<file path="src/design/bca_pkg.sv">
// ----------------------------------------------------------------------------
// bca_pkg
// Types and constants shared by the BCD alarm clock modules.
// ----------------------------------------------------------------------------
package bca_pkg;

  localparam int NumDigits = 6;

  // digit positions, hours tens first
  localparam int DHt = 0;
  localparam int DHu = 1;
  localparam int DMt = 2;
  localparam int DMu = 3;
  localparam int DSt = 4;
  localparam int DSu = 5;

  localparam logic [15:0] TpsReset = 16'd1000;
  localparam logic [15:0] SnoozeMax = 16'hFFFF;
  localparam logic [5:0] SecPerMin = 6'd60;

  localparam logic [3:0] UnitsLimit = 4'd10;
  localparam logic [3:0] TensLimit = 4'd6;
  localparam logic [3:0] HoursTensWrap = 4'd2;
  localparam logic [3:0] HoursUnitsWrap = 4'd4;

  // item kinds
  typedef enum logic [2:0] {
    KIND_TICK      = 3'd0,
    KIND_SET_TIME  = 3'd1,
    KIND_SET_ALARM = 3'd2,
    KIND_TOGGLE    = 3'd3,
    KIND_SNOOZE    = 3'd4
  } kind_e;

  typedef logic [3:0] digit_t;
  typedef digit_t [NumDigits-1:0] digits_t;

  typedef struct packed {
    logic [2:0]  kind;
    logic [1:0]  hours_tens;
    logic [3:0]  hours_units;
    logic [2:0]  minutes_tens;
    logic [3:0]  minutes_units;
    logic [2:0]  seconds_tens;
    logic [3:0]  seconds_units;
    logic [10:0] snooze_minutes;
  } bca_in_t;

  typedef struct packed {
    logic [1:0] now_hours_tens;
    logic [3:0] now_hours_units;
    logic [2:0] now_minutes_tens;
    logic [3:0] now_minutes_units;
    logic [2:0] now_seconds_tens;
    logic [3:0] now_seconds_units;
    logic       time_is_set;
    logic       alarm_on;
    logic       alarm_ring;
    logic       snooze_ring;
  } bca_out_t;

  // architectural state of the clock
  typedef struct packed {
    digits_t     time_digits;
    logic        time_valid;
    digits_t     alarm_digits;
    logic        alarm_enabled;
    logic [15:0] prescale_count;
    logic [15:0] repeat_count;
    logic [15:0] snooze_count;
  } bca_state_t;

endpackage

</file>
<file path="src/design/bca_step.sv">
// ----------------------------------------------------------------------------
// bca_step
// Next-state and result logic for one item: prescaler, digit carry cascade,
// alarm compare with repeat counter, and the set/toggle/snooze commands.
// ----------------------------------------------------------------------------
module bca_step (
  input  logic [15:0]         tps_i,
  input  bca_pkg::bca_state_t state_i,
  input  bca_pkg::bca_in_t    item_i,
  output bca_pkg::bca_state_t state_o,
  output bca_pkg::bca_out_t   result_o
);
  import bca_pkg::*;

  always_comb begin
    bca_state_t  s;
    digits_t     d;
    digits_t     ld;
    logic [15:0] p1;
    logic        fire;
    logic        a_ring;
    logic        s_ring;
    logic [16:0] load;
    logic [15:0] rep_base;

    s      = state_i;
    d      = state_i.time_digits;
    a_ring = 1'b0;
    s_ring = 1'b0;
    p1     = state_i.prescale_count + 16'd1;
    fire   = (p1 == tps_i);
    load   = 17'(item_i.snooze_minutes * SecPerMin);
    rep_base = (state_i.repeat_count == 16'd0) ? tps_i : state_i.repeat_count;

    // digits from the item, zero-extended to four bits
    ld[DHt] = {2'b00, item_i.hours_tens};
    ld[DHu] = item_i.hours_units;
    ld[DMt] = {1'b0, item_i.minutes_tens};
    ld[DMu] = item_i.minutes_units;
    ld[DSt] = {1'b0, item_i.seconds_tens};
    ld[DSu] = item_i.seconds_units;

    unique case (item_i.kind)
      KIND_TICK: begin
        // prescaler and seconds advance
        if (fire) begin
          d[DSu] = d[DSu] + 4'd1;
          s.prescale_count = 16'd0;
          if (state_i.snooze_count != 16'd0) begin
            s.snooze_count = state_i.snooze_count - 16'd1;
            s_ring = (state_i.snooze_count == 16'd1);
          end
        end else begin
          s.prescale_count = p1;
        end
        // carry cascade, exact-equality carries only
        if (d[DSu] == UnitsLimit) begin
          d[DSu] = '0;
          d[DSt] = d[DSt] + 4'd1;
        end
        if (d[DSt] == TensLimit) begin
          d[DSt] = '0;
          d[DMu] = d[DMu] + 4'd1;
        end
        if (d[DMu] == UnitsLimit) begin
          d[DMu] = '0;
          d[DMt] = d[DMt] + 4'd1;
        end
        if (d[DMt] == TensLimit) begin
          d[DMt] = '0;
          d[DHu] = d[DHu] + 4'd1;
        end
        if (d[DHu] == UnitsLimit) begin
          d[DHu] = '0;
          d[DHt] = d[DHt] + 4'd1;
        end
        // 24-hour wrap
        if (d[DHt] == HoursTensWrap && d[DHu] == HoursUnitsWrap) begin
          d[DHt] = '0;
          d[DHu] = '0;
        end
        s.time_digits = d;
        // alarm match, rings once per repeat period
        if (state_i.alarm_enabled && (d == state_i.alarm_digits)) begin
          a_ring = (state_i.repeat_count == 16'd0);
          s.repeat_count = rep_base - 16'd1;
        end
      end
      KIND_SET_TIME: begin
        s.time_digits = ld;
        s.time_valid  = 1'b1;
      end
      KIND_SET_ALARM: begin
        s.alarm_digits  = ld;
        s.alarm_enabled = 1'b1;
      end
      KIND_TOGGLE: begin
        s.alarm_enabled = !state_i.alarm_enabled;
      end
      KIND_SNOOZE: begin
        s.snooze_count = load[16] ? SnoozeMax : load[15:0];
      end
      default: begin
        // unused kinds leave the state alone
      end
    endcase

    state_o = s;

    result_o.now_hours_tens    = s.time_digits[DHt][1:0];
    result_o.now_hours_units   = s.time_digits[DHu];
    result_o.now_minutes_tens  = s.time_digits[DMt][2:0];
    result_o.now_minutes_units = s.time_digits[DMu];
    result_o.now_seconds_tens  = s.time_digits[DSt][2:0];
    result_o.now_seconds_units = s.time_digits[DSu];
    result_o.time_is_set       = s.time_valid;
    result_o.alarm_on          = s.alarm_enabled;
    result_o.alarm_ring        = a_ring;
    result_o.snooze_ring       = s_ring;
  end

endmodule

</file>
<file path="src/design/bcd_alarm_clock.sv">
// ----------------------------------------------------------------------------
// bcd_alarm_clock
// Six-digit BCD time-of-day clock with alarm and snooze countdown.
// ----------------------------------------------------------------------------
// Usage:
//   Input channel (in_valid_i / in_stall_o / in_item_i) carries one command
//   item: tick, set time, set alarm, toggle alarm enable, or start snooze.
//   Every item yields exactly one result item on the output channel
//   (out_valid_o / out_stall_i / out_item_o) with the time digits, the
//   time-set and alarm-enable flags and the two ring flags.
//   ticks_per_second is written through cfg_we_i / cfg_wdata_i while idle.
//   An accepted item lands in the input register, and its result is written
//   to the result register when the item leaves the input register.
//   Throughput: one item per cycle while the receiver does not stall, set
//   by the combinational cascade and compare between the two registers.
//   When the receiver stalls, the result register holds; one more item can
//   sit in the input register, after which in_stall_o is raised.
//   Reset clears the time, alarm, counters and flags, and loads
//   ticks_per_second with 1000.
// ----------------------------------------------------------------------------
module bcd_alarm_clock (
  input  logic              clk_i,
  input  logic              rst_ni,
  input  logic              cfg_we_i,
  input  logic [15:0]       cfg_wdata_i,
  input  logic              in_valid_i,
  output logic              in_stall_o,
  input  bca_pkg::bca_in_t  in_item_i,
  output logic              out_valid_o,
  input  logic              out_stall_i,
  output bca_pkg::bca_out_t out_item_o
);
  import bca_pkg::*;

  logic [15:0] tps_q;
  bca_state_t  state_q, state_d;
  logic        s1_valid_q;
  bca_in_t     s1_item_q;
  logic        r_valid_q;
  bca_out_t    r_item_q, r_item_d;
  logic        r_ready;
  logic        s1_fire;
  logic        in_fire;

  // handshake between the two register stages
  assign r_ready    = !r_valid_q || !out_stall_i;
  assign s1_fire    = s1_valid_q && r_ready;
  assign in_stall_o = s1_valid_q && !r_ready;
  assign in_fire    = in_valid_i && !in_stall_o;

  bca_step u_step (
    .tps_i    (tps_q),
    .state_i  (state_q),
    .item_i   (s1_item_q),
    .state_o  (state_d),
    .result_o (r_item_d)
  );

  // configuration register
  always_ff @(posedge clk_i or negedge rst_ni) begin
    if (!rst_ni) begin
      tps_q <= TpsReset;
    end else if (cfg_we_i) begin
      tps_q <= cfg_wdata_i;
    end
  end

  // clock state, updated when an item leaves the input register
  always_ff @(posedge clk_i or negedge rst_ni) begin
    if (!rst_ni) begin
      state_q <= '0;
    end else if (s1_fire) begin
      state_q <= state_d;
    end
  end

  // input register
  always_ff @(posedge clk_i or negedge rst_ni) begin
    if (!rst_ni) begin
      s1_valid_q <= 1'b0;
    end else if (in_fire) begin
      s1_valid_q <= 1'b1;
    end else if (s1_fire) begin
      s1_valid_q <= 1'b0;
    end
  end

  always_ff @(posedge clk_i) begin
    if (in_fire) begin
      s1_item_q <= in_item_i;
    end
  end

  // result register
  always_ff @(posedge clk_i or negedge rst_ni) begin
    if (!rst_ni) begin
      r_valid_q <= 1'b0;
    end else if (r_ready) begin
      r_valid_q <= s1_valid_q;
    end
  end

  always_ff @(posedge clk_i) begin
    if (s1_fire) begin
      r_item_q <= r_item_d;
    end
  end

  assign out_valid_o = r_valid_q;
  assign out_item_o  = r_item_q;

  // state moves only with an item
  a_state_hold: assert property (@(posedge clk_i) disable iff (!rst_ni)
    !s1_fire |=> $stable(state_q))
    else $error("clock state changed without an item");

  // a held item in the input register is not lost
  a_s1_keep: assert property (@(posedge clk_i) disable iff (!rst_ni)
    (s1_valid_q && !s1_fire) |=> s1_valid_q)
    else $error("stalled item dropped from input register");

  // commands other than tick never ring
  a_cmd_no_ring: assert property (@(posedge clk_i) disable iff (!rst_ni)
    (s1_fire && s1_item_q.kind != KIND_TICK)
      |=> (!out_item_o.alarm_ring && !out_item_o.snooze_ring))
    else $error("ring flag on a non-tick item");

  // snooze ring leaves the countdown at zero
  a_snooze_zero: assert property (@(posedge clk_i) disable iff (!rst_ni)
    s1_fire |=> (!out_item_o.snooze_ring || state_q.snooze_count == 16'd0))
    else $error("snooze rang with countdown nonzero");

endmodule

</file>
<file path="config.mk">
export PLATFORM = sky130hd
export DESIGN_NAME = bcd_alarm_clock
export DESIGN_NICKNAME = d
export VERILOG_FILES = /design/src/design/bca_pkg.sv /design/src/design/bca_step.sv /design/src/design/bcd_alarm_clock.sv
export SDC_FILE = /design/constraint.sdc
export NUM_CORES = 1
export LEC_CHECK = 0
export BUFFER_PORTS_ARGS = -buffer_cell sky130_fd_sc_hd__buf_4
export CAP_MARGIN = 20
export CELL_PAD_IN_SITES_DETAIL_PLACEMENT = 1
export CELL_PAD_IN_SITES_GLOBAL_PLACEMENT = 2
export CORE_MARGIN = 2
export CORE_UTILIZATION = 42
export DETAILED_ROUTE_END_ITERATION = 8
export GPL_ROUTABILITY_DRIVEN = 1
export PLACE_DENSITY = 0.86
export SYNTH_ARGS = -nofsm -noshare
export SYNTH_HDL_FRONTEND = slang
export SYNTH_SLANG_ARGS = --single-unit
</file>
<file path="constraint.sdc">
create_clock -name clk_i -period 7.5 [get_ports clk_i]
set_input_delay 0.375 -clock clk_i [delete_from_list [all_inputs] [get_ports clk_i]]
set_output_delay 0.375 -clock clk_i [all_outputs]
set_load 0.03 [all_outputs]
</file>
### After elaboration in Yosys (flattened, before gate mapping)

Cells that the tools add are included.

| storage, ports and cells | value |
|---|---|
| bits in registers | 170 |
| bits in writable memories | 0 |
| bits in read-only memories | 0 |
| memories | 0 |
| input port bits | 55 |
| output and inout bits | 26 |
| latch bits | 0 |

| operators by class | value |
|---|---|
| equal/unequal tests | 16 |
| reduce and logical (&&, ||, !) cells | 24 |
| order comparisons | 0 |
| div/mod/pow operators | 0 |
| $add $sub $neg | 9 |
| bitwise logic cells | 0 |
| shift-type cells | 0 |
| multiplexer cells | 25 |
| $mul | 1 |

Operators with widths:

| cell | count |
|---|---|
| 8-bit 2-to-1 mux | 12 |
| 16-bit 2-to-1 mux | 5 |
| 24-bit case mux with 2 select lines | 1 |
| 16-bit case mux with 2 select lines | 1 |
| 16-bit by 1-bit subtractor with 16-bit output (second input constant) | 2 |
| 4-bit by 1-bit adder with 4-bit output (second input constant) | 6 |
| 24-bit equality test | 1 |
| 16-bit by 1-bit adder with 16-bit output (second input constant) | 1 |
| 16-bit by 1-bit equality test with 1-bit output (second input constant) | 1 |
| 16-bit equality test | 1 |
| 16-bit logical NOT | 1 |
| 16-bit nonzero test | 1 |
| 11-bit by 4-bit multiplier with 15-bit output (second input constant) | 1 |
| 4-bit by 3-bit equality test with 1-bit output (second input constant) | 3 |
| 4-bit equality test (second input constant) | 3 |
| 4-bit 2-to-1 mux | 2 |
| 2-bit AND reduction | 4 |
| 3-bit by 2-bit equality test with 1-bit output (second input constant) | 2 |
| 3-bit AND reduction | 2 |
| 2-bit nonzero test | 3 |
| 1-bit logical AND | 5 |
| 1-bit logical NOT | 5 |
| 4-bit by 2-bit equality test with 1-bit output (second input constant) | 1 |
| 2-bit by 1-bit inequality test with 1-bit output (second input constant) | 2 |
| 7 further kinds | 9 |

### Logic depth before layout (Yosys ltp)

Gate-level depths: netlist of the first run.

| depth | value |
|---|---|
| depth after elaboration | 26 |
| gate-level depth with buffers | 20 |

### Hierarchy

A second synthesis of the first run with hierarchy kept.

| unflattened totals | value |
|---|---|
| cell total of the unflattened synthesis | 1190 |
| area, all modules | 12076.6 µm² |

By module, submodules not included:

| module | area an instance (µm²) | sequential area each (µm²) | cells each | times used |
|---|---|---|---|---|
| bcd_alarm_clock | 6117.1 | 4652.0 | 307 | 1 |
| bca_step | 5959.5 | 0.0 | 883 | 1 |

### Worst setup path before layout of the first run

Ideal clock, no wire load.

| path | value |
|---|---|
| path kind | reg2reg |
| from | register state_q[32] (netlist bit) |
| to | register state_q[24] (netlist bit) |
| data arrival time | 4871 ps |
| cell stages (with the launch flop) | 20 |
| slack | 2553 ps |
| period minus slack after synthesis | 4947 ps |
| buffers on the path | 4 |
| library setup time | 76 ps |
| cell sequence | dfrtp_1 > ha_1 > nand3_2 > buf_2 > o21a_1 > o21a_1 > nor4_1 > nand4b_2 > mux2i_1 > a21oi_2 > buf_6 > mux2i_4 > or4_1 > a311oi_1 > a211oi_1 > or4_1 > buf_2 > or3_1 > buf_2 > o21ai_1 |

| between the ends | value |
|---|---|
| cells in the longest elaborated chain, start to end | 26 |
| elaborated cells on any way between the ends | 27 |
| those cells by class | add/sub (1); eq/ne (9); mux (14); reduce/logical (3) |

RTL lines:

| element | RTL line | RTL |
|---|---|---|
| start, declared | bcd_alarm_clock.sv:36 | `bca_state_t state_q, state_d;` |
| start signal, assigned | bcd_alarm_clock.sv:73 | `state_q <= state_d;` |
| 16-bit by 1-bit adder with 16-bit output * | bca_step.sv:30 | `p1 = state_i.prescale_count + 16'd1;` |
| 16-bit equality test * | bca_step.sv:31 | `fire = (p1 == tps_i);` |
| 4-bit 2-to-1 mux * | bca_step.sv:46 | `if (fire) begin` |
| 4-bit 2-to-1 mux * | bca_step.sv:43 | `unique case (item_i.kind)` |
| 4-bit equality test | bca_step.sv:57 | `if (d[DSu] == UnitsLimit) begin` |
| 8-bit 2-to-1 mux * | bca_step.sv:57 |  |
| 8-bit 2-to-1 mux * | bca_step.sv:43 |  |
| 4-bit by 3-bit equality test with 1-bit output | bca_step.sv:61 | `if (d[DSt] == TensLimit) begin` |
| [... 10 more ...] | - |  |
| 8-bit 2-to-1 mux | bca_step.sv:43 |  |
| 4-bit by 2-bit equality test with 1-bit output / 4-bit by 3-bit equality test with 1-bit output (equally long branches) | bca_step.sv:78 | `if (d[DHt] == HoursTensWrap && d[DHu] == HoursUnitsWrap) begin` |
| 1-bit logical AND | bca_step.sv:78 |  |
| 8-bit 2-to-1 mux | bca_step.sv:78 |  |
| 8-bit 2-to-1 mux | bca_step.sv:43 |  |
| 24-bit equality test * | bca_step.sv:84 | `if (state_i.alarm_enabled && (d == state_i.alarm_digits)) begin` |
| 1-bit logical AND * | bca_step.sv:84 |  |
| 3-bit AND reduction (no source line) * | - |  |

Every way passes the cells marked *; elsewhere a longest branch is shown, timed or not. The select of a mux whose other input is x is not followed.
A chain may end at the register's enable or synchronous reset.

### Worst setup path in the final report of the first run

| path | value |
|---|---|
| from | register state_q[32] (netlist bit) |
| to | register state_q[31] (netlist bit) |

The elaborated chain is that of the path after synthesis.

==> results.cfg, run 1 <==
[setup_path]
criticalPathCategory = reg -> reg
cp.required_ns = 7.82
cp_max_fo = 16
r2r_start = state_q[32]$_DFFE_PN0P_
cp-end-kind = flip-flop
cp-start-kind = flip-flop
reg2reg_depth = 17
worstReg2RegEnd = state_q[31]$_DFFE_PN0P_
crit_arrival_ns = 6.51
r2r_slack_ns = 1.31

[detailed_routing]
routed_wl_um = 29900
drtAntennaViolNets = 0
via_count = 8706
routedWlPerCell_um = 19.9
first_iter_violations = 513
avgViaCountPerCell = 5.81
dr.pass1.iters = 5
drc = 0

[sta]
hold_viol_final = 0
min_period_over_period_pct = 82.5
tns_ns = 0
fin_skew_ns = 0.0128
min_period_ns = 6.19
rsz0062_at_grt = false
worstMarginPinSlew_ns = 1.06
setup_violations = 0
fmax_mhz = 162
whs_ns = 0.111
report.final.slew_viol_count = 0
relSlewSlack_pct = 29.2

[global_route]
grt_overflow = 0
grt_max_degree = 75
grtUsageMet2_pct = 38.8
grt_busiest_layer = met2
use_met3_pct = 4.49
track_usage_pct = 23.0
grt_pass1_vias = 9004
antenna_found_initial = 0
met1_usage_pct = 30.4
grt_pass1_wl_um = 48400

[yosys]
synthCells = 1099
synthDistinctLibCells = 81
avgSynthCellArea_um2 = 9.75
ys_seq_area_share_pct = 42.5
synthesis.nets = 1201
synth_edf_count = 58
yosys_warnings = 0
ys_seq_elements = 170
synth_flop_cell = dfrtp_1
async_flop_share_pct = 65.9
syn_area_um2 = 10700

[cells_and_area]
num-fill-cells = 2845
multi_input_area_um2 = 5830
drive_gt1_share_pct = 17.6
n_antenna_cell = 0
nets = 1258
stdcell_count = 1499
area_delta_synth_final_pct = 13.6
regArea_um2 = 4550
fin_util_pct = 48.5

[floorplanning]
initial_core_util_pct = 42.7
boundaryPins = 81
core_um2 = 25100
fp.dieArea_um2 = 26800
fp.dieH_um = 164
rows = 58
dieWidth_um = 164

[clocking]
cts_resized = 0
worstSkewPairLatency_ns = 0.44
cts_max_level = 4
clock_sinks = 170
cts_tree = yes
post_cts_buffers = 0
numCtsBuffers = 17
path_clk_slew_ns = 0.08
root_buffer = clkbuf_16
clk_path_buf_depth = 2

[pwr]
p_leak_nw = 4.85
peakVddDrop_v = 0.000123
powerDensity_nw_per_um2 = 260

[placement]
hpwl_um = 21000
place.gp.congestion = 0.854
place_inst = 1465
port_buffers = 80

[min_path]
min_path_type = in -> reg
holdPathEnd = s1_item_q[21]$_DFFE_PP_
whs_path_depth = 1
hold_start = in_item_i[21]

[run_status]
status = complete, no violations

[flow_run]
drv_cap = 0
==> per-layer routing <==
metal / wire (um) / share of wire, %
met5: 0 / 0
met4: 498 / 1.7
met3: 1060 / 3.5
met2: 14500 / 49
met1: 13800 / 46
==> through the flow <==
step | total power [mW] | cell area [um^2] | setup WS [ns]
2_1_floorplan | 2.02 | 10700 | 2.55
3_3_place_gp | 2.27 | 11600 | 1.65
5_1_grt | 3.36 | 12200 | 0.831
4_1_cts | 3.19 | 12200 | 1.32
3_5_place_dp | 2.31 | 11600 | 1.40
6_report | 3.17 | 12200 | 1.31
==> critical path: stages (launching register included) <==
cell and delay [ns]:
dfrtp_1 0.48, ha_1 0.33, nand3_2 0.31, nor4_4 0.43
xnor2_1 0.12, nor4_1 0.37, nand4b_2 0.35, mux2i_1 0.25
a21oi_2 0.37, buf_4 0.29, mux2i_4 0.13, or4_1 0.56
a2111oi_4 0.39, a32oi_1 0.20, a2111oi_4 1.01, buf_4 0.27
a31o_2 0.15, nor2_1 0.04
==> state kept, by name (all words and copies together), names as in the netlist <==
register / count
state_q: 94
tps_q: 16
s1_valid_q: 1
out_valid_o: 1
s1_item_q: 34
out_item_o: 24
==> cell type report <==
cell class / instances / area share (%)
Timing Repair Buffer: 95 / 6.04
Multi-Input combinational cell: 846 / 47.9
Sequential cell: 170 / 37.4
Clock buffer: 18 / 3.52
Tap cell: 330 / 3.39
Clock inverter: 14 / 1.01
Inverter: 26 / 0.801
==> kinds of logic (layout without fill, tap and decap cells) <==
| group | Yosys count | in the layout | synth area share, % |
|---|---|---|---|
| AOI/OAI and AO/OA | 312 | 312 | 18.2 |
| xor gates and xnor gates | 56 | 56 | 4.58 |
| adders and majority gates | 47 | 47 | 6.82 |
| buffers and inverters | 83 | 153 | 3.24 |
| DFF | 170 | 170 | 42.5 |
| muxes | 71 | 71 | 7.35 |
| and+or+nand+nor | 360 | 360 | 17.3 |
==> cell usage in the layout (no fill, tap or decap), types with 7 or more instances in the layout <==
| master | instances |
|---|---|
| a211oi_1 | 10 |
| a21o_1 | 9 |
| a21oi_1 | 62 |
| a22oi_1 | 8 |
| a311oi_1 | 7 |
| a31oi_1 | 12 |
| and3_1 | 17 |
| buf_4 | 93 |
| clkbuf_16 | 17 |
| dfrtp_1 | 106 |
| edfxtp_1 | 58 |
| fa_1 | 19 |
| ha_1 | 28 |
| inv_1 | 25 |
| mux2_2 | 44 |
| mux2i_1 | 24 |
| nand2_1 | 109 |
| nand2b_1 | 17 |
| nand3_1 | 32 |
| nand4_1 | 8 |
| nor2_1 | 71 |
| nor3_1 | 34 |
| nor4_1 | 9 |
| o21ai_0 | 127 |
| o21bai_1 | 7 |
| o31ai_1 | 7 |
| o41ai_1 | 10 |
| xnor2_1 | 34 |
| xor2_1 | 22 |
==> Yosys cell counts (all sizes together) (7+ instances only) <==
cell / instances / share of area (%)
nor2: 72 / 2.5
nand4: 10 / 0.78
nand3: 33 / 1.6
and3: 17 / 0.99
xnor2: 34 / 2.8
nand2b: 17 / 0.99
clkbuf: 44 / 1.5
a211oi: 10 / 0.70
inv: 25 / 0.88
nor3: 34 / 1.6
nand2: 109 / 3.8
a22oi: 8 / 0.56
edfxtp: 58 / 16
xor2: 22 / 1.8
o41ai: 10 / 0.82
dfrtp: 106 / 25
fa: 19 / 3.5
ha: 28 / 3.3
mux2: 46 / 4.9
a31oi: 12 / 0.70
o31ai: 7 / 0.49
o21ai: 133 / 6.2
mux2i: 25 / 2.5
a21o: 9 / 0.63
buf: 13 / 0.79
a311oi: 7 / 0.57
a21oi: 63 / 3.0
o21bai: 7 / 0.49
nor4: 13 / 1.1
==> repair_timing <==
item,4_1_cts,5_1_grt
endpoints found under the setup margin,0,0
hold buffers,1,0
endpoints found under the hold margin,32,0
==> power by group <==
group	internal [mW]	switching, mW
logic	0.423	0.542
clock network	0.459	0.405
registers	1.13	0.209
==> worst max path at each step <==
stage                             from                 endpoint  slack, ns  cells after the start
2_1_floorplan  state_q[32]$_DFFE_PN0P_  state_q[24]$_DFFE_PN0P_       2.55                     19
3_3_place_gp   state_q[32]$_DFFE_PN0P_  state_q[18]$_DFFE_PN0P_       1.65                     17
3_5_place_dp   state_q[32]$_DFFE_PN0P_  state_q[31]$_DFFE_PN0P_       1.40                     17
4_1_cts        state_q[32]$_DFFE_PN0P_  state_q[31]$_DFFE_PN0P_       1.32                     17
5_1_grt        state_q[32]$_DFFE_PN0P_  state_q[23]$_DFFE_PN0P_       0.83                     16
6_report       state_q[32]$_DFFE_PN0P_  state_q[31]$_DFFE_PN0P_       1.31                     17
Note: power is estimated with default switching activity, not from simulation.
==> inputs of run 2 (changes only) <==
CORE_UTILIZATION = 36   (was 42)
PLACE_DENSITY = 0.79   (was 0.86)
clock period = 5.2 ns   (was 7.5 ns; I/O delays follow)
==> run 2 against run 1 <==
Net effect:
- clock skew rose by 0.00092 ns
- global-route usage down 2.9 points
- critical path depth down 1
- hold slack lost 0.058 ns
- cell count is 7.7% higher
- register-to-register slack lost 1.1 ns
- design area grew 5.1%
- first-iteration DRC count fell by 12%
- highest routed layer unchanged
==> results.cfg, run 2 (same netlist as run 1, synthesis figures left out) <==
[clocking]
root_buffer = clkbuf_16
cts_max_level = 4
clock_sinks = 170
path_clk_slew_ns = 0.07
numCtsBuffers = 17
worstSkewPairLatency_ns = 0.45
cts_tree = yes
clk_path_buf_depth = 2

[floorplanning]
boundaryPins = 81
rows = 63
fp.dieH_um = 177
fp.dieArea_um2 = 31200
dieWidth_um = 177
initial_core_util_pct = 36.4
core_um2 = 29500

[global_route]
grt_max_degree = 63
grt_pass1_wl_um = 49500
grt_overflow = 0
grt_pass1_vias = 9132
antenna_found_initial = 0
track_usage_pct = 20.1

[setup_path]
r2r_slack_ns = 0.24
criticalPathCategory = reg -> reg
cp_max_fo = 10
critPathCapture = state_q[20]$_DFFE_PN0P_
cp-start-kind = flip-flop
crit_start = state_q[36]$_DFFE_PN0P_
cp.required_ns = 5.51
r2r_start = state_q[36]$_DFFE_PN0P_
reg2reg_depth = 16
cp-end-kind = flip-flop
crit_arrival_ns = 5.27
worstReg2RegEnd = state_q[20]$_DFFE_PN0P_

[sta]
hold_viol_final = 0
relSlewSlack_pct = 43.1
worstMarginPinSlew_ns = 0.854
fmax_mhz = 202
min_period_ns = 4.96
setup_violations = 0
min_period_over_period_pct = 95.4
tns_ns = 0
fin_skew_ns = 0.0137
report.final.slew_viol_count = 0

[cells_and_area]
area_delta_synth_final_pct = 19.4
multi_input_area_um2 = 5900
regArea_um2 = 4560
largest_reg_flops = 94
mostFrequentLayoutCell = o21ai_0
largest-register = state_q
nets = 1313
n_antenna_cell = 0
num-fill-cells = 3368
drive_gt1_share_pct = 19.9
mostFrequentLayoutCells = 126 x o21ai_0, 113 x buf_4, 109 x nand2_1

[pwr]
p_leak_nw = 5.09
powerDensity_nw_per_um2 = 357
finalPower_mw = 4.58
peakVddDrop_v = 0.000234

[placement]
hpwl_um = 21100
port_buffers = 80
place.gp.congestion = 0.841

[min_path]
min_path_type = in -> reg

[run_status]
status = complete, no violations

[detailed_routing]
routedWlPerCell_um = 18.6
routed_wl_um = 30100
drtAntennaViolNets = 0
via_count = 8808
drc = 0
first_iter_violations = 449
dr.pass1.iters = 5
avgViaCountPerCell = 5.46

[flow_run]
drv_cap = 0
run 2: cell types whose count changed in the layout (fill, tap and decap cells not counted), sizes merged:
cell / before / now
clkinvlp: 3 / 1
clkinv: 7 / 8
dlygate4sd3: 1 / 36
buf: 94 / 114
bufinv: 1 / 0
inv: 29 / 31
run 2: worst max-delay path: stages (launching register included):
cell	delay, ns
dfrtp_2	0.48
nand4_4	0.24
buf_4	0.22
o41ai_1	0.50
and3b_1	0.23
and4b_2	0.27
mux2i_2	0.18
a21oi_4	0.26
buf_4	0.19
mux2_4	0.35
mux2_4	0.32
mux2i_1	0.16
a211oi_1	0.15
or4_1	0.61
buf_4	0.19
o41ai_1	0.35
o21ai_1	0.12
run 2: final cells by class:
| type | instances | area share [%] |
|---|---|---|
| Multi-Input combinational cell | 846 | 46.1 |
| Tap cell | 390 | 3.81 |
| Clock buffer | 18 | 3.35 |
| Sequential cell | 170 | 35.6 |
| Inverter | 26 | 0.762 |
| Clock inverter | 14 | 0.870 |
| Timing Repair Buffer | 150 | 9.53 |
run 2: metrics by stage:
stage          worst slack (ns)  hold slack (ns)  utilization [%]  instances  instance area (um^2)
2_1_floorplan             0.253          -0.0356                -       1099                 10700
3_3_place_gp              0.136            0.421             40.0       1541                 11800
3_5_place_dp             0.0372            0.428             40.0       1541                 11800
4_1_cts                  0.0854           0.0271             43.1       1609                 12700
5_1_grt                  -0.113           0.0273             43.4       1614                 12800
6_report                  0.239           0.0531             43.4       1614                 12800
run 2: timing repair:
action                                  4_1_cts  5_1_grt
endpoints found under the setup margin        1       28
setup buffers                                 0        5
hold endpoints to repair                     90        0
pin swaps                                     0        4
gates cloned                                  0        0
hold buffers                                 36        0
gates resized for setup                       1       19
run 2: routing by layer:
layer | track usage (%) | share of wire (%)
met2 | 33.0 | 48
met1 | 28.0 | 49
met5 | 0 | 0
met3 | 3.25 | 2.3
met4 | 4.30 | 0.97
run 2: power breakdown:
| group | total [mW] | switching (mW) | internal (mW) | leakage [nW] |
|---|---|---|---|---|
| registers | 1.92 | 0.296 | 1.63 | 1.96 |
| logic | 1.44 | 0.797 | 0.647 | 2.86 |
| clock network | 1.21 | 0.588 | 0.621 | 0.266 |
| total | 4.58 | 1.68 | 2.89 | 5.09 |
run 2: worst min path at each step:
stage                              endpoint  depth (start not counted)  slack [ns]       startpoint
floorplan           out_valid_o$_DFFE_PN0P_                          0       -0.04           rst_ni
CTS                   tps_q[13]$_DFFE_PN0P_                          2        0.03  cfg_wdata_i[13]
finish                 tps_q[9]$_DFFE_PN1P_                          2        0.05   cfg_wdata_i[9]
global placement    state_q[27]$_DFFE_PN0P_                          1        0.42           rst_ni
detailed placement  state_q[31]$_DFFE_PN0P_                          1        0.43           rst_ni
global route          tps_q[10]$_DFFE_PN0P_                          2        0.03  cfg_wdata_i[10]
==> inputs of run 3 (changes only) <==
ABC_AREA = 1   (was not set)
CORE_UTILIZATION = 33   (was 36)
PLACE_DENSITY = 0.77   (was 0.79)
==> run 3 against run 2 <==
Net effect:
- the flow now finishes with violations (setup timing)
- maximum frequency shrank 6.7%
- clock-buffer cell count is 1 higher
- non-clock buffer count is 47 higher
- sequential cell count unchanged
- clock power is 12% higher
- via count increased by 5.5%
- largest cell class unchanged
==> results.cfg, run 3 <==
[clocking]
clk_path_buf_depth = 2
clock_sinks = 170
path_clk_slew_ns = 0.08
cts_max_level = 4
root_buffer = clkbuf_16
worstSkewPairLatency_ns = 0.45
numCtsBuffers = 17
cts_tree = yes

[floorplanning]
core_um2 = 30700
fp.dieArea_um2 = 32800
fp.dieH_um = 181
dieWidth_um = 181
boundaryPins = 81
initial_core_util_pct = 33.7
rows = 64

[setup_path]
crit_arrival_ns = 5.66
criticalPathCategory = reg -> reg
cp.required_ns = 5.54
crit_family = simple AND/OR/NAND/NOR gates
crit_slowest_cell = dfrtp_1
slowest_delay_ns = 0.43
cp_num_cells = 42
reg2reg_depth = 42
cp_max_fo = 9
crit_top_cell = nand2_4
cp_num_buf_inv = 2
cp-end-kind = flip-flop
cp-start-kind = flip-flop

[cells_and_area]
multi_input_area_um2 = 5610
final_area_um2 = 13700
regArea_um2 = 4550
nets = 1556
mostFrequentLayoutCell = inv_1
mostFrequentLayoutCells = 200 x inv_1, 198 x nand2_1, 145 x buf_4
n_antenna_cell = 0
largest-register = state_q
num-fill-cells = 3660
area_delta_synth_final_pct = 32.4
largest_reg_flops = 94
drive_gt1_share_pct = 26.7

[global_route]
grt_overflow = 0
grt_pass1_wl_um = 51700
antenna_found_initial = 0
grt_pass1_vias = 9835
track_usage_pct = 19.8
grt_max_degree = 73

[sta]
report.final.slew_viol_count = 0
rsz0062_at_grt = true
relSlewSlack_pct = 25.9
hold_viol_final = 0
min_period_ns = 5.32
fin_skew_ns = 0.0181
worstMarginPinSlew_ns = 1.11
fmax_mhz = 188
setup_violations = 16
whs_ns = 0.0211
fin_ws_ns = -0.116
min_period_over_period_pct = 102

[placement]
place.gp.congestion = 0.805
port_buffers = 80
placed_cell_area_um2 = 11600
hpwl_um = 22700

[yosys]
syn_area_um2 = 10400
synth_common_cells = 273 x nand2_1, 202 x inv_1, 113 x nand3_1
synthCells = 1265
synthAdderAreaFrac_pct = 7.05
muxShareOfSynthArea_pct = 0
avgSynthCellArea_um2 = 8.19
synth.top_cell.area_share_pct = 25.6
async_flop_share_pct = 65.9
post-synth-top-count-cell = nand2_1
synth_flop_cell = dfrtp_1
synth_edf_count = 58
synthDistinctLibCells = 41
synth_xor_xnor_area_share_pct = 3.89
synth_area_leaders = dfrtp_1 26%, edfxtp_1 17%, nand2_1 9.9%
yosys.area.top_type = dfrtp_1
yosys_warnings = 0
ys_seq_area_share_pct = 43.9
synth-simple-area-share_pct = 25.2
ys_seq_elements = 170
synth_top_family_by_area = simple AND/OR/NAND/NOR gates
synth_compound_area_share_pct = 11.5
synthesis.nets = 1367

[detailed_routing]
avgViaCountPerCell = 4.99
drc = 0
routed_wl_um = 32900
first_iter_violations = 405
routedWlPerCell_um = 17.7
drtAntennaViolNets = 0
dr.pass1.iters = 5
via_count = 9296

[pwr]
powerDensity_nw_per_um2 = 483
p_leak_nw = 6.35
finalPower_mw = 6.63
peakVddDrop_v = 0.000246

[run_status]
status = complete, but fails checks
violations = setup timing

[min_path]
whs_path_depth = 1
min_path_type = in -> reg

[flow_run]
drv_cap = 0
==> run 3: changes by cell type in the layout (fill, tap and decap cells not counted), sizes merged, moves of 43 or more <==
cell   change
buf       +47
inv      +179
mux2      -46
nand2    +196
nand3     +83
o22ai     +43
==> run 3: layer usage <==
| layer | up-vias | track usage, % | part of all wire, % | routed length [um] |
|---|---|---|---|---|
| met2 | 128 | 33.0 | 49 | 16000 |
| met5 | - | 0 | 0 | 0 |
| met4 | 0 | 5.72 | 1.7 | 576 |
| met1 | 4598 | 26.8 | 47 | 15500 |
| li1 | 4539 | - | - | - |
| met3 | 31 | 2.88 | 2.3 | 772 |
==> run 3: through the flow <==
step	TNS, ns	util (%)	worst slack [ns]	instances
3_3_place_gp	0	37.9	0.00672	1752
2_1_floorplan	0	-	0.637	1265
6_report	-1.29	44.6	-0.116	1863
3_5_place_dp	-3.32	37.9	-0.216	1752
5_1_grt	-9.87	44.6	-0.532	1863
4_1_cts	0	41.8	0.00147	1832
==> run 3: layout make-up <==
type	instances	area share, %
Inverter	203	5.56
Clock inverter	13	1.11
Multi-Input combinational cell	865	40.9
Tap cell	396	3.61
Timing Repair Buffer	197	12.3
Clock buffer	19	3.31
Sequential cell	170	33.2
==> run 3: kinds of logic (layout without fill, tap and decap cells) <==
family          Yosys count  count (layout)
xor+xnor                 46              46
fa+ha+maj                47              47
compound gates          212             212
buf+inv                 230             432
simple gates            560             560
flops                   170             170
==> run 3: worst paths after layout <==
kind | startpoint | end | slack (ns)
worst max-delay path | state_q[33]$_DFFE_PN0P_ | state_q[25]$_DFFE_PN0P_ | -0.12
worst min-delay path | in_item_i[31] | s1_item_q[31]$_DFFE_PP_ | 0.02
worst max register to register | state_q[33]$_DFFE_PN0P_ | state_q[25]$_DFFE_PN0P_ | -0.12
worst min register to register | state_q[73]$_DFFE_PN0P_ | state_q[73]$_DFFE_PN0P_ | 0.47
max in group asynchronous | rst_ni | state_q[44]$_DFFE_PN0P_ | 3.88
min in group asynchronous | rst_ni | state_q[15]$_DFFE_PN0P_ | 0.32
==> run 3: timing repair <==
item,CTS,global route
setup buffers,15,28
gates cloned,0,2
hold buffers,33,1
hold endpoints to repair,33,27
endpoints found under the setup margin,21,34
pin swaps,17,56
gates resized for setup,41,156
==> run 3: report_power, final <==
part / switching (mW) / leakage (nW) / internal [mW]
Sequential: 0.314 / 1.94 / 1.74
Clock: 0.605 / 0.288 / 0.750
Combinational: 1.90 / 4.12 / 1.32
